===== src/rtl/blr_pkg.sv =====
// Shared types and constants of the line rasterizer.
// Used by every module of the block; depends on nothing else.
package blr_pkg;

	localparam int COORD_W = 6;
	localparam int COLOR_W = 24;
	localparam int ADDR_W = 16;
	localparam int SIZE_W = 7;
	localparam int ERR_W = 8;
	localparam int PROD_W = COORD_W + SIZE_W;
	localparam int LIMIT_W = 11;

	localparam logic [LIMIT_W-1:0] MAX_WIDTH = 11'd64;
	localparam logic [LIMIT_W-1:0] MAX_HEIGHT = 11'd64;

	localparam int APB_ADDR_W = 4;
	localparam int APB_DATA_W = 32;

	localparam logic [SIZE_W-1:0] ROW_STRIDE_RESET = 7'd64;
	localparam logic [SIZE_W-1:0] PANEL_HEIGHT_RESET = 7'd64;
	localparam logic [ADDR_W-1:0] FRAME_BASE_RESET = 16'd0;

	localparam int QUEUE_DEPTH = 2;

	typedef enum logic [1:0] {
		REG_ROW_STRIDE = 2'd0,
		REG_PANEL_HEIGHT = 2'd1,
		REG_FRAME_BASE = 2'd2
	} reg_idx_t;

	typedef struct packed {
		logic [COORD_W-1:0] start_x;
		logic [COORD_W-1:0] start_y;
		logic [COORD_W-1:0] end_x;
		logic [COORD_W-1:0] end_y;
		logic [COLOR_W-1:0] line_color;
	} line_cmd_t;

	typedef struct packed {
		logic [COORD_W-1:0] pixel_x;
		logic [COORD_W-1:0] pixel_y;
		logic [ADDR_W-1:0] word_address;
		logic [COLOR_W-1:0] pixel_color;
		logic write_enable;
		logic last;
	} pixel_t;

	typedef struct packed {
		logic [COORD_W-1:0] start_col;
		logic [COORD_W-1:0] start_row;
		logic [COORD_W-1:0] target_col;
		logic [COORD_W-1:0] target_row;
		logic [COORD_W-1:0] abs_dx;
		logic [COORD_W-1:0] abs_dy;
		logic step_left;
		logic step_up;
		logic signed [ERR_W-1:0] error_term;
		logic [COLOR_W-1:0] color;
	} walk_cmd_t;

	typedef struct packed {
		logic [SIZE_W-1:0] row_stride;
		logic [SIZE_W-1:0] panel_height;
		logic [ADDR_W-1:0] frame_base;
	} cfg_t;

endpackage


===== src/rtl/blr_cfg_regs.sv =====
// Configuration register file of the line rasterizer behind an APB-style port.
// Depends on blr_pkg for the register map and reset values.
module blr_cfg_regs import blr_pkg::*; (
	input logic clk,
	input logic arst_n,
	input logic psel,
	input logic penable,
	input logic pwrite,
	input logic [APB_ADDR_W-1:0] paddr,
	input logic [APB_DATA_W-1:0] pwdata,
	output logic [APB_DATA_W-1:0] prdata,
	output logic pready,
	output cfg_t cfg
);

	logic [SIZE_W-1:0] row_stride_q;
	logic [SIZE_W-1:0] panel_height_q;
	logic [ADDR_W-1:0] frame_base_q;
	logic wr_en;
	logic [1:0] reg_sel;

	assign pready = 1'b1;
	assign wr_en = psel && penable && pwrite && pready;
	assign reg_sel = paddr[APB_ADDR_W-1:2];

	always_ff @(posedge clk or negedge arst_n) begin
		if (!arst_n) begin
			row_stride_q <= ROW_STRIDE_RESET;
			panel_height_q <= PANEL_HEIGHT_RESET;
			frame_base_q <= FRAME_BASE_RESET;
		end else if (wr_en) begin
			case (reg_sel)
				REG_ROW_STRIDE: row_stride_q <= pwdata[SIZE_W-1:0];
				REG_PANEL_HEIGHT: panel_height_q <= pwdata[SIZE_W-1:0];
				REG_FRAME_BASE: frame_base_q <= pwdata[ADDR_W-1:0];
				default: ;
			endcase
		end
	end

	always_comb begin
		case (reg_sel)
			REG_ROW_STRIDE: prdata = {{(APB_DATA_W-SIZE_W){1'b0}}, row_stride_q};
			REG_PANEL_HEIGHT: prdata = {{(APB_DATA_W-SIZE_W){1'b0}}, panel_height_q};
			REG_FRAME_BASE: prdata = {{(APB_DATA_W-ADDR_W){1'b0}}, frame_base_q};
			default: prdata = '0;
		endcase
	end

	assign cfg.row_stride = row_stride_q;
	assign cfg.panel_height = panel_height_q;
	assign cfg.frame_base = frame_base_q;

endmodule


===== src/rtl/blr_front.sv =====
// Front end: accepts line commands and works out deltas, step directions and
// the initial error term. Depends on blr_pkg.
module blr_front import blr_pkg::*; (
	input logic clk,
	input logic arst_n,
	input line_cmd_t cmd,
	input logic cmd_valid,
	output logic cmd_stall,
	input logic queue_full,
	output logic push,
	output walk_cmd_t push_cmd
);

	logic valid_s1;
	walk_cmd_t cmd_s1;
	walk_cmd_t classified;
	logic left;
	logic up;
	logic [COORD_W-1:0] dx;
	logic [COORD_W-1:0] dy;

	always_comb begin
		left = cmd.end_x <= cmd.start_x;
		up = cmd.end_y <= cmd.start_y;
		dx = left ? cmd.start_x - cmd.end_x : cmd.end_x - cmd.start_x;
		dy = up ? cmd.start_y - cmd.end_y : cmd.end_y - cmd.start_y;
		classified.start_col = cmd.start_x;
		classified.start_row = cmd.start_y;
		classified.target_col = cmd.end_x;
		classified.target_row = cmd.end_y;
		classified.abs_dx = dx;
		classified.abs_dy = dy;
		classified.step_left = left;
		classified.step_up = up;
		classified.error_term = $signed({2'b00, dx}) - $signed({2'b00, dy});
		classified.color = cmd.line_color;
	end

	assign cmd_stall = valid_s1 && queue_full;
	assign push = valid_s1 && !queue_full;
	assign push_cmd = cmd_s1;

	always_ff @(posedge clk or negedge arst_n) begin
		if (!arst_n) begin
			valid_s1 <= 1'b0;
		end else if (!cmd_stall) begin
			valid_s1 <= cmd_valid;
		end
	end

	always_ff @(posedge clk) begin
		if (!cmd_stall && cmd_valid) begin
			cmd_s1 <= classified;
		end
	end

endmodule


===== src/rtl/blr_cmd_queue.sv =====
// Short command queue between the front end and the line walker.
// Depends on blr_pkg for the command type and depth.
module blr_cmd_queue import blr_pkg::*; (
	input logic clk,
	input logic arst_n,
	input logic push,
	input walk_cmd_t push_cmd,
	output logic full,
	input logic pop,
	output walk_cmd_t head,
	output logic head_valid
);

	localparam int PTR_W = $clog2(QUEUE_DEPTH);
	localparam int CNT_W = $clog2(QUEUE_DEPTH + 1);
	localparam logic [CNT_W-1:0] DEPTH_CNT = CNT_W'(QUEUE_DEPTH);

	walk_cmd_t mem [QUEUE_DEPTH];
	logic [PTR_W-1:0] wr_ptr_q;
	logic [PTR_W-1:0] rd_ptr_q;
	logic [CNT_W-1:0] count_q;

	assign full = count_q == DEPTH_CNT;
	assign head_valid = count_q != '0;
	assign head = mem[rd_ptr_q];

	always_ff @(posedge clk or negedge arst_n) begin
		if (!arst_n) begin
			wr_ptr_q <= '0;
			rd_ptr_q <= '0;
			count_q <= '0;
		end else begin
			if (push) begin
				wr_ptr_q <= wr_ptr_q + 1'b1;
			end
			if (pop) begin
				rd_ptr_q <= rd_ptr_q + 1'b1;
			end
			if (push && !pop) begin
				count_q <= count_q + 1'b1;
			end else if (pop && !push) begin
				count_q <= count_q - 1'b1;
			end
		end
	end

	always_ff @(posedge clk) begin
		if (push) begin
			mem[wr_ptr_q] <= push_cmd;
		end
	end

endmodule


===== src/rtl/blr_walker.sv =====
// Back end: walks one line at a time with the Bresenham error term and
// forms address and clip flag in a two-stage output pipeline. Depends on blr_pkg.
module blr_walker import blr_pkg::*; (
	input logic clk,
	input logic arst_n,
	input cfg_t cfg,
	input walk_cmd_t head,
	input logic head_valid,
	output logic pop,
	output pixel_t pix,
	output logic pix_valid,
	input logic pix_stall
);

	logic busy_q;
	logic [COORD_W-1:0] col_q;
	logic [COORD_W-1:0] row_q;
	logic signed [ERR_W-1:0] err_q;
	logic [COORD_W-1:0] dx_q;
	logic [COORD_W-1:0] dy_q;
	logic left_q;
	logic up_q;
	logic [COORD_W-1:0] tcol_q;
	logic [COORD_W-1:0] trow_q;
	logic [COLOR_W-1:0] color_q;

	logic valid_s1;
	logic [COORD_W-1:0] col_s1;
	logic [COORD_W-1:0] row_s1;
	logic [PROD_W-1:0] prod_s1;
	logic [COLOR_W-1:0] color_s1;
	logic last_s1;

	logic valid_s2;
	pixel_t pix_s2;

	logic advance;
	logic done;
	logic emit;
	logic signed [ERR_W:0] e2;
	logic signed [ERR_W:0] dx9;
	logic signed [ERR_W:0] dy9;
	logic step_x;
	logic step_y;
	logic signed [ERR_W:0] err_next;
	logic [PROD_W-1:0] prod;
	logic [ADDR_W-1:0] addr;
	logic in_panel;

	assign advance = !(valid_s2 && pix_stall);
	assign done = busy_q && (col_q == tcol_q) && (row_q == trow_q);
	assign emit = advance && busy_q;
	assign pop = advance && head_valid && (!busy_q || done);

	always_comb begin
		e2 = {err_q, 1'b0};
		dx9 = $signed({3'b000, dx_q});
		dy9 = $signed({3'b000, dy_q});
		step_x = e2 > -dy9;
		step_y = e2 < dx9;
		err_next = $signed({err_q[ERR_W-1], err_q});
		if (step_x) begin
			err_next = err_next - dy9;
		end
		if (step_y) begin
			err_next = err_next + dx9;
		end
	end

	assign prod = {{(PROD_W-COORD_W){1'b0}}, row_q} * {{(PROD_W-SIZE_W){1'b0}}, cfg.row_stride};

	always_ff @(posedge clk or negedge arst_n) begin
		if (!arst_n) begin
			busy_q <= 1'b0;
			valid_s1 <= 1'b0;
			valid_s2 <= 1'b0;
		end else if (advance) begin
			if (pop) begin
				busy_q <= 1'b1;
			end else if (done) begin
				busy_q <= 1'b0;
			end
			valid_s1 <= busy_q;
			valid_s2 <= valid_s1;
		end
	end

	always_ff @(posedge clk) begin
		if (pop) begin
			col_q <= head.start_col;
			row_q <= head.start_row;
			err_q <= head.error_term;
			dx_q <= head.abs_dx;
			dy_q <= head.abs_dy;
			left_q <= head.step_left;
			up_q <= head.step_up;
			tcol_q <= head.target_col;
			trow_q <= head.target_row;
			color_q <= head.color;
		end else if (emit && !done) begin
			err_q <= err_next[ERR_W-1:0];
			if (step_x) begin
				col_q <= left_q ? col_q - 1'b1 : col_q + 1'b1;
			end
			if (step_y) begin
				row_q <= up_q ? row_q - 1'b1 : row_q + 1'b1;
			end
		end
	end

	always_ff @(posedge clk) begin
		if (emit) begin
			col_s1 <= col_q;
			row_s1 <= row_q;
			prod_s1 <= prod;
			color_s1 <= color_q;
			last_s1 <= done;
		end
	end

	always_comb begin
		addr = cfg.frame_base + {{(ADDR_W-PROD_W){1'b0}}, prod_s1}
			+ {{(ADDR_W-COORD_W){1'b0}}, col_s1};
		in_panel = ({1'b0, col_s1} < cfg.row_stride)
			&& ({{(LIMIT_W-COORD_W){1'b0}}, col_s1} < MAX_WIDTH)
			&& ({1'b0, row_s1} < cfg.panel_height)
			&& ({{(LIMIT_W-COORD_W){1'b0}}, row_s1} < MAX_HEIGHT);
	end

	always_ff @(posedge clk) begin
		if (advance && valid_s1) begin
			pix_s2.pixel_x <= col_s1;
			pix_s2.pixel_y <= row_s1;
			pix_s2.word_address <= addr;
			pix_s2.pixel_color <= color_s1;
			pix_s2.write_enable <= in_panel;
			pix_s2.last <= last_s1;
		end
	end

	assign pix = pix_s2;
	assign pix_valid = valid_s2;

endmodule


===== src/rtl/bresenham_line_rasterizer_top.sv =====
// Top level of the Bresenham line rasterizer.
// Depends on blr_pkg, blr_cfg_regs, blr_front, blr_cmd_queue and blr_walker.
//
// A line command (two endpoints and a color) enters on the cmd channel and
// is accepted when cmd_valid is high and cmd_stall is low. The block emits
// one pixel transaction per point of the line on the pix channel, from the
// start point to the end point; the end point carries last.
// Each pixel carries its framebuffer word address and a write enable that is
// low when the point lies outside the configured panel.
// A taken command is registered in the front end, the queue and the walker
// state, then in the s1 and s2 output stages before its first pixel appears.
// A line has at most 64 points and streams at one pixel per cycle while
// pix_stall is low, the walker's rate; a queued next line follows without a gap.
// A two-entry queue holds classified commands, so cmd keeps being accepted
// while a line is drawn until the queue fills.
// When pix_stall is high the walker and its output pipeline hold; the front
// end stalls cmd once the queue is full.
// Reset clears all pending work and loads the registers with row_stride 64,
// panel_height 64 and frame_base 0. Registers are written over the APB port; the user
// must write them only while the block is idle, which the block itself does not enforce.
module bresenham_line_rasterizer_top import blr_pkg::*; (
	input logic clk,
	input logic arst_n,
	input logic psel,
	input logic penable,
	input logic pwrite,
	input logic [APB_ADDR_W-1:0] paddr,
	input logic [APB_DATA_W-1:0] pwdata,
	output logic [APB_DATA_W-1:0] prdata,
	output logic pready,
	input line_cmd_t cmd,
	input logic cmd_valid,
	output logic cmd_stall,
	output pixel_t pix,
	output logic pix_valid,
	input logic pix_stall
);

	cfg_t cfg;
	logic queue_full;
	logic push;
	walk_cmd_t push_cmd;
	logic pop;
	walk_cmd_t head;
	logic head_valid;

	blr_cfg_regs u_regs (
		.clk(clk),
		.arst_n(arst_n),
		.psel(psel),
		.penable(penable),
		.pwrite(pwrite),
		.paddr(paddr),
		.pwdata(pwdata),
		.prdata(prdata),
		.pready(pready),
		.cfg(cfg)
	);

	blr_front u_front (
		.clk(clk),
		.arst_n(arst_n),
		.cmd(cmd),
		.cmd_valid(cmd_valid),
		.cmd_stall(cmd_stall),
		.queue_full(queue_full),
		.push(push),
		.push_cmd(push_cmd)
	);

	blr_cmd_queue u_queue (
		.clk(clk),
		.arst_n(arst_n),
		.push(push),
		.push_cmd(push_cmd),
		.full(queue_full),
		.pop(pop),
		.head(head),
		.head_valid(head_valid)
	);

	blr_walker u_walker (
		.clk(clk),
		.arst_n(arst_n),
		.cfg(cfg),
		.head(head),
		.head_valid(head_valid),
		.pop(pop),
		.pix(pix),
		.pix_valid(pix_valid),
		.pix_stall(pix_stall)
	);

endmodule


===== config.mk =====
export PLATFORM = sky130hd
export DESIGN_NAME = bresenham_line_rasterizer_top
export DESIGN_NICKNAME = d
export VERILOG_FILES = /design/src/rtl/blr_pkg.sv /design/src/rtl/blr_cfg_regs.sv /design/src/rtl/blr_front.sv /design/src/rtl/blr_cmd_queue.sv /design/src/rtl/blr_walker.sv /design/src/rtl/bresenham_line_rasterizer_top.sv
export SDC_FILE = /design/constraint.sdc
export NUM_CORES = 1
export LEC_CHECK = 0
export ABC_CLOCK_PERIOD_IN_PS = 14300
export BUFFER_PORTS_ARGS = -buffer_cell sky130_fd_sc_hd__clkbuf_2
export CAP_MARGIN = 20
export CORE_MARGIN = 2
export CORE_UTILIZATION = 55
export DETAILED_ROUTE_END_ITERATION = 12
export PLACE_DENSITY_LB_ADDON = 0.05
export SETUP_SLACK_MARGIN = 0.02
export SYNTH_ARGS = -nofsm -noshare
export SYNTH_HDL_FRONTEND = slang
export SYNTH_HIERARCHICAL = 1
export SYNTH_SLANG_ARGS = --single-unit

===== constraint.sdc =====
create_clock -name clk -period 14.3 [get_ports clk]
set_clock_uncertainty 0.15 [all_clocks]
set_input_delay 1.43 -clock clk [delete_from_list [all_inputs] [get_ports clk]]
set_output_delay 1.43 -clock clk [all_outputs]
set_load 0.01 [all_outputs]

Word level (Yosys, flattened, before mapping). Memory sizes are Yosys's and may differ from the RTL's. Index checks and enable logic that the tools add are counted.

Register bits after elaboration: 282. Latch bits: 0. Bits in writable memories: 140. Memory bits (read-only): 0. Input bits: 91. Output and inout bits: 89. Word-level logic and storage cells: 131. Memories kept: 1.

Add/subtract/negate cells: 18. $mul: 1. Div/mod/pow operators: 0. $lt $le $gt $ge: 6. Eq/ne operators: 5. Shifts and indexed selects: 0. Multiplexer cells: 21. Bitwise operators: 1. Reduce and logical (&&, ||, !) cells: 37.

Memory list: u_queue.mem (words 2, width 70, rd ports 1, clocked after Yosys merged registers in 0, wr ports 1, RTL line blr_cmd_queue.sv:18) `walk_cmd_t mem [QUEUE_DEPTH];`.

Operators with widths (number): $mux 6 (10); $pmux 16 s3 (1); $mux 8 (4); $sub 6x6->6 (4); $add 16x13->16 (1); $add 16x6->16 (1); $logic_and 1x1->1 (16); $lt 6x7->1 (2); $mul 6x7->13 (1); $add 6x1->6 const B (2); $eq 6x6->1 (2); $le 6x6->1 (2); $reduce_and 2->1 (6); $reduce_bool 2->1 (6); $sub 6x1->6 const B (2); $gt 9x9->1 (1); $lt 9x7->1 (1); $neg 6->9 (1); $add 8x7->8 (1); $sub 8x7->8 (1); $logic_not 1->1 (7); $sub 6x6->7 (1); $eq 2x2->1 const B (2); $mux 1 (4); other kinds (8) (10).

Longest topological paths before layout.
Word-level depth: 8. Mapped depth: 19. Gate-level depth less buffers: 19.

Modules after synthesis. Netlist, hierarchy kept.

Modules (own cells, without submodules): blr_walker (times used 1, cells an instance 721, area each 9497.9 um^2, sequential area each 5300.1 um^2); blr_cmd_queue (times used 1, cells an instance 234, area each 5591.6 um^2, sequential area each 4304.1 um^2); blr_front (times used 1, cells an instance 225, area each 3319.4 um^2, sequential area each 2097.0 um^2); blr_cfg_regs (times used 1, cells an instance 119, area each 1537.7 um^2, sequential area each 753.2 um^2).

Worst setup path before layout. OpenSTA, ideal clock, no wires.

Path type: input to register. Start point: input port cmd_valid. End point: register u_front.cmd_s1, in the netlist u_front/push_cmd[0] (enable). Setup time: 0.504 ns. Data arrival time: 4.458 ns. Required time: 13.646 ns. Setup slack: 9.188 ns. Cell stages on the path: 1. Buffers on the path: 0. Path through: nor2b_1.

Cells in the longest elaborated chain, start to end: 1.

RTL lines: from (decl) (RTL line bresenham_line_rasterizer_top.sv:32) `input logic cmd_valid,`; $logic_and 1x1->1 (RTL line blr_front.sv:52) `if (!cmd_stall && cmd_valid) begin`; to (signal assigned) (RTL line blr_front.sv:53) `cmd_s1 <= classified;`; to (decl) (RTL line blr_front.sv:15) `walk_cmd_t cmd_s1;`.

Every way passes these cells. A chain may end at the register's enable or synchronous reset.

Worst setup path in the final report.
Start point: register u_walker.dy_q[4]. End point: register u_walker.err_q[6], data pin.

Cells in the longest elaborated chain, start to end: 7. Elaborated cells on any way between the ends: 8. Classes of those cells: add/sub: 3; order compare: 1; mux: 4.

RTL lines: from (decl) (RTL line blr_walker.sv:20) `logic [COORD_W-1:0] dy_q;`; from (signal assigned) (RTL line blr_walker.sv:94) `dy_q <= head.abs_dy;`; $neg 6->9 (RTL line blr_walker.sv:59) `step_x = e2 > -dy9;`; $gt 9x9->1 (RTL line blr_walker.sv:59); $mux 8 (*) (RTL line blr_walker.sv:62) `if (step_x) begin`; $add 8x7->8 (RTL line blr_walker.sv:66) `err_next = err_next + dx9;`; $mux 8 (*) (RTL line blr_walker.sv:65) `if (step_y) begin`; $mux 8 (*) (RTL line blr_walker.sv:100) `end else if (emit && !done) begin`; $mux 8 (*) (RTL line blr_walker.sv:89) `if (pop) begin`; to (signal assigned) (RTL line blr_walker.sv:92) `err_q <= head.error_term;`; to (signal assigned) (RTL line blr_walker.sv:101) `err_q <= err_next[ERR_W-1:0];`; to (decl) (RTL line blr_walker.sv:18) `logic signed [ERR_W-1:0] err_q;`.

Every way passes the cells marked *; elsewhere a longest branch is shown, timed or not. The select of a mux whose other input is x is not followed.

==> results.yml <==
clock_tree:
  cts_tree: "built"
  cts.hold.buffers_added: 0
  clock_sinks: 421
  clkSlewWorstSetupHoldPaths_ps: 60
  cts.repair.resized: 0
  clock_path_buffers: 3
  postCtsSetupRepairBufs: 0
  cts-root-buf: "clkbuf_16"
  htreeDepth: 2
  cts_buffers: 43
  clock_latency_ps: 550
yosys:
  yosysTopAreaCell: "edfxtp_1"
  ys_top_cells_by_area: "edfxtp_1, ha_1, mux2_4"
  synth.most_common_cell: "edfxtp_1"
  synth_seq_cells: 421
  synthArstFlopShare: 0.0903
  synth_simple_gate_area_share: 0.0555
  synth_cell_type_count: 72
  synthXorXnorAreaFrac: 0.0290
  synthMuxAreaShare: 0.0838
  syn_inst: 1299
  synth.avg_cell_area_sq_um: 15.4
  synth_compound_area_frac: 0.0568
  synth_area_sq_mm: 0.0199
  synthFlopType: "edfxtp_1"
  yosysTopAreaCellShare: 0.577
  synth_fa_ha_area_frac: 0.109
  synth_edf_count: 383
  synth_top_family_by_area: "adder cells"
  ys_seq_area_frac: 0.624
  synth.top_cells.by_count: "edfxtp_1, ha_1, inv_1, mux2_4, a21oi_1"
  ys.warnings.count: 6
setup_path:
  cp_cell_sequence: "nor3_1, nand3_1, xnor2_1, ha_1, a21o_1, a311oi_1, o221ai_1, nor2_1, a21oi_1, ha_1, fa_1, a21o_1, a21oi_1, nor2b_1, o21a_1, o32ai_1, xnor2_1, a21oi_1"
  startpoint: "u_walker/dy_q[4]"
  r2r_start: "u_walker/dy_q[4]"
  crit_required_ps: 14430
  cpPeakStageDelay_ps: 440
  cp_top_family: "compound AO/OA/AOI/OAI gates"
  cp_num_buf_inv: 0
  cpMostUsedCell: "a21oi_1"
  endpoint_kind: "flop"
  cpMaxStageDelayCell: "edfxtp_1"
  cp.arrival_ps: 4860
  crit_type: "reg2reg"
  start_kind: "flop"
  path_max_fanout: 6
worst_hold_path:
  hp-start: "u_walker/color_s1[1]"
  hp-class: "reg2reg"
detailed_routing:
  drcViolationCount: 13
  first_pass_iters: 12
  wirelength_microns: 34000
  ant_nets: 0
  drt_iter0_markers: 604
  wl_per_cell_microns: 17.3
  via_per_inst: 5.25
  vias: 10300
place:
  gp_congestion: 0.845
  placed_cell_area_sq_mm: 0.0210
  dpl.hpwl_microns: 24300
  io_buffers: 144
timing:
  tightestPinTransition_ps: 991
  maxSlewHeadroom: 0.339
  fin_crit_sh: 0.330
  hold_viol: 0
  setup_violations: 0
  finalMaxSlewViolations: 0
  layout_min_cycle_time_ps: 4720
  tns_ps: 0
  rsz0062_at_grt: "false"
  whs_ps: 268
  fmax_mhz: 212
grt:
  grt_pass1_wl_microns: 54900
  grt_max_degree: 69
  grt_pass1_vias: 10500
  grt_overflow: 0
  grt_usage: 0.184
  grt_antenna_before_repair: 1
finish:
  layout-drive-gt1-share: 0.232
  fin_nets: 1715
  design_area_sq_mm: 0.0225
  fill_cells: 2641
  seqCellArea_sq_mm: 0.0125
  synthToLayoutAreaGrowth_pct: 12.7
  multi_input_area_sq_mm: 0.00676
flow_run:
  cap_violations: 0
power_and_ir_drop:
  p_total_mw: 4.82
  vdd_drop_max_mv: 0.106
  p_leak_nw: 9.25
  power_density_mw_per_mm2: 214
run_status:
  status: "complete, but fails checks"
  violations: "DRC"
die:
  start_util: 0.559
  rows: 69
  die_y_microns: 194
  fp.dieW_microns: 194
  die_area_sq_mm: 0.0378
  coreArea_sq_mm: 0.0357
  boundaryPins: 180
path summary, 6_finish.rpt:
kind,to,slack [ps],cells past startpoint
max,u_walker/err_q[6],9580,18
min,u_walker/pix[3],270,0
max reg2reg,u_walker/err_q[6],9580,18
min reg2reg,u_walker/pix[3],270,0
max in group asynchronous,u_queue/rd_ptr_q,12800,2
min in group asynchronous,u_front/valid_s1,780,2
layout by cell type, fill, tap and decap left out, drive strengths merged, types with 7 or more instances in the layout:
master / instances
edfxtp: 383
clkbuf: 197
ha: 115
inv: 115
mux2: 105
a21oi: 61
and2: 48
nor2: 45
fa: 37
o21ai: 37
dfrtp: 36
nand2: 35
xnor2: 34
xor2: 32
a21o: 25
mux2i: 20
conb: 17
nor3: 12
nor2b: 12
clkinv: 12
buf: 11
nand3: 10
bufinv: 7
nand4: 7
o21bai: 7
nand2b: 7
registers in the layout, indices dropped and copies added, names as in the netlist, 2 cells and up:
register and count:
u_walker/color_s1 24, u_walker/trow_q 6, u_walker/row_s1 6, u_walker/pix 54, u_walker/prod_s1 13, u_regs/row_stride_q 7
u_walker/row_q 6, u_front/push_cmd 69, u_queue/count_q 2, u_regs/panel_height_q 7, u_walker/color_q 24, u_walker/dx_q 6
u_walker/col_q 6, u_regs/frame_base_q 16, u_walker/err_q 8, u_walker/col_s1 6, u_queue/mem 140, u_walker/tcol_q 6
u_walker/dy_q 6
area by class of cell:
class / count / area share
antenna: 1 / 0.000111
clock buffer: 53 / 0.0495
clock inverter: 25 / 0.0155
inverter: 112 / 0.0187
multi-input combinational: 739 / 0.301
sequential: 421 / 0.554
tap: 461 / 0.0257
timing repair buffer: 155 / 0.0357
cells by family (layout without fill, tap and decap cells):
group | Yosys count | count (layout)
flip-flops | 421 | 421
AND/OR/NAND/NOR | 205 | 205
AO/OA/AOI/OAI | 174 | 174
buffers and inverters | 154 | 345
adder cells (fa/ha/maj) | 152 | 152
multiplexers | 125 | 125
XOR/XNOR | 66 | 66
other | 2 | 18
per-stage QoR:
stage / cells / setup slack (ps) / utilization
after detailed placement: 1887 / 9420 / 0.589
final: 1967 / 9580 / 0.630
after global routing: 1967 / 9190 / 0.630
after CTS: 1965 / 9520 / 0.630
after global placement: 1887 / 9440 / 0.589
after floorplan: 1314 / 9190 / -
per-layer routing:
layer | share of wire | GRT usage | vias to the layer above
met1 | 0.46 | 0.251 | 5006
met5 | 0 | 0 | -
met2 | 0.48 | 0.308 | 208
met3 | 0.042 | 0.0316 | 40
li1 | - | - | 5066
met4 | 0.018 | 0.0456 | 0
where the power goes:
part,switching (mW),internal [mW]
registers,0.191,1.81
logic,0.876,0.796
clock network,0.456,0.687
total,1.52,3.29
Note: power is estimated with default switching activity, not from simulation.
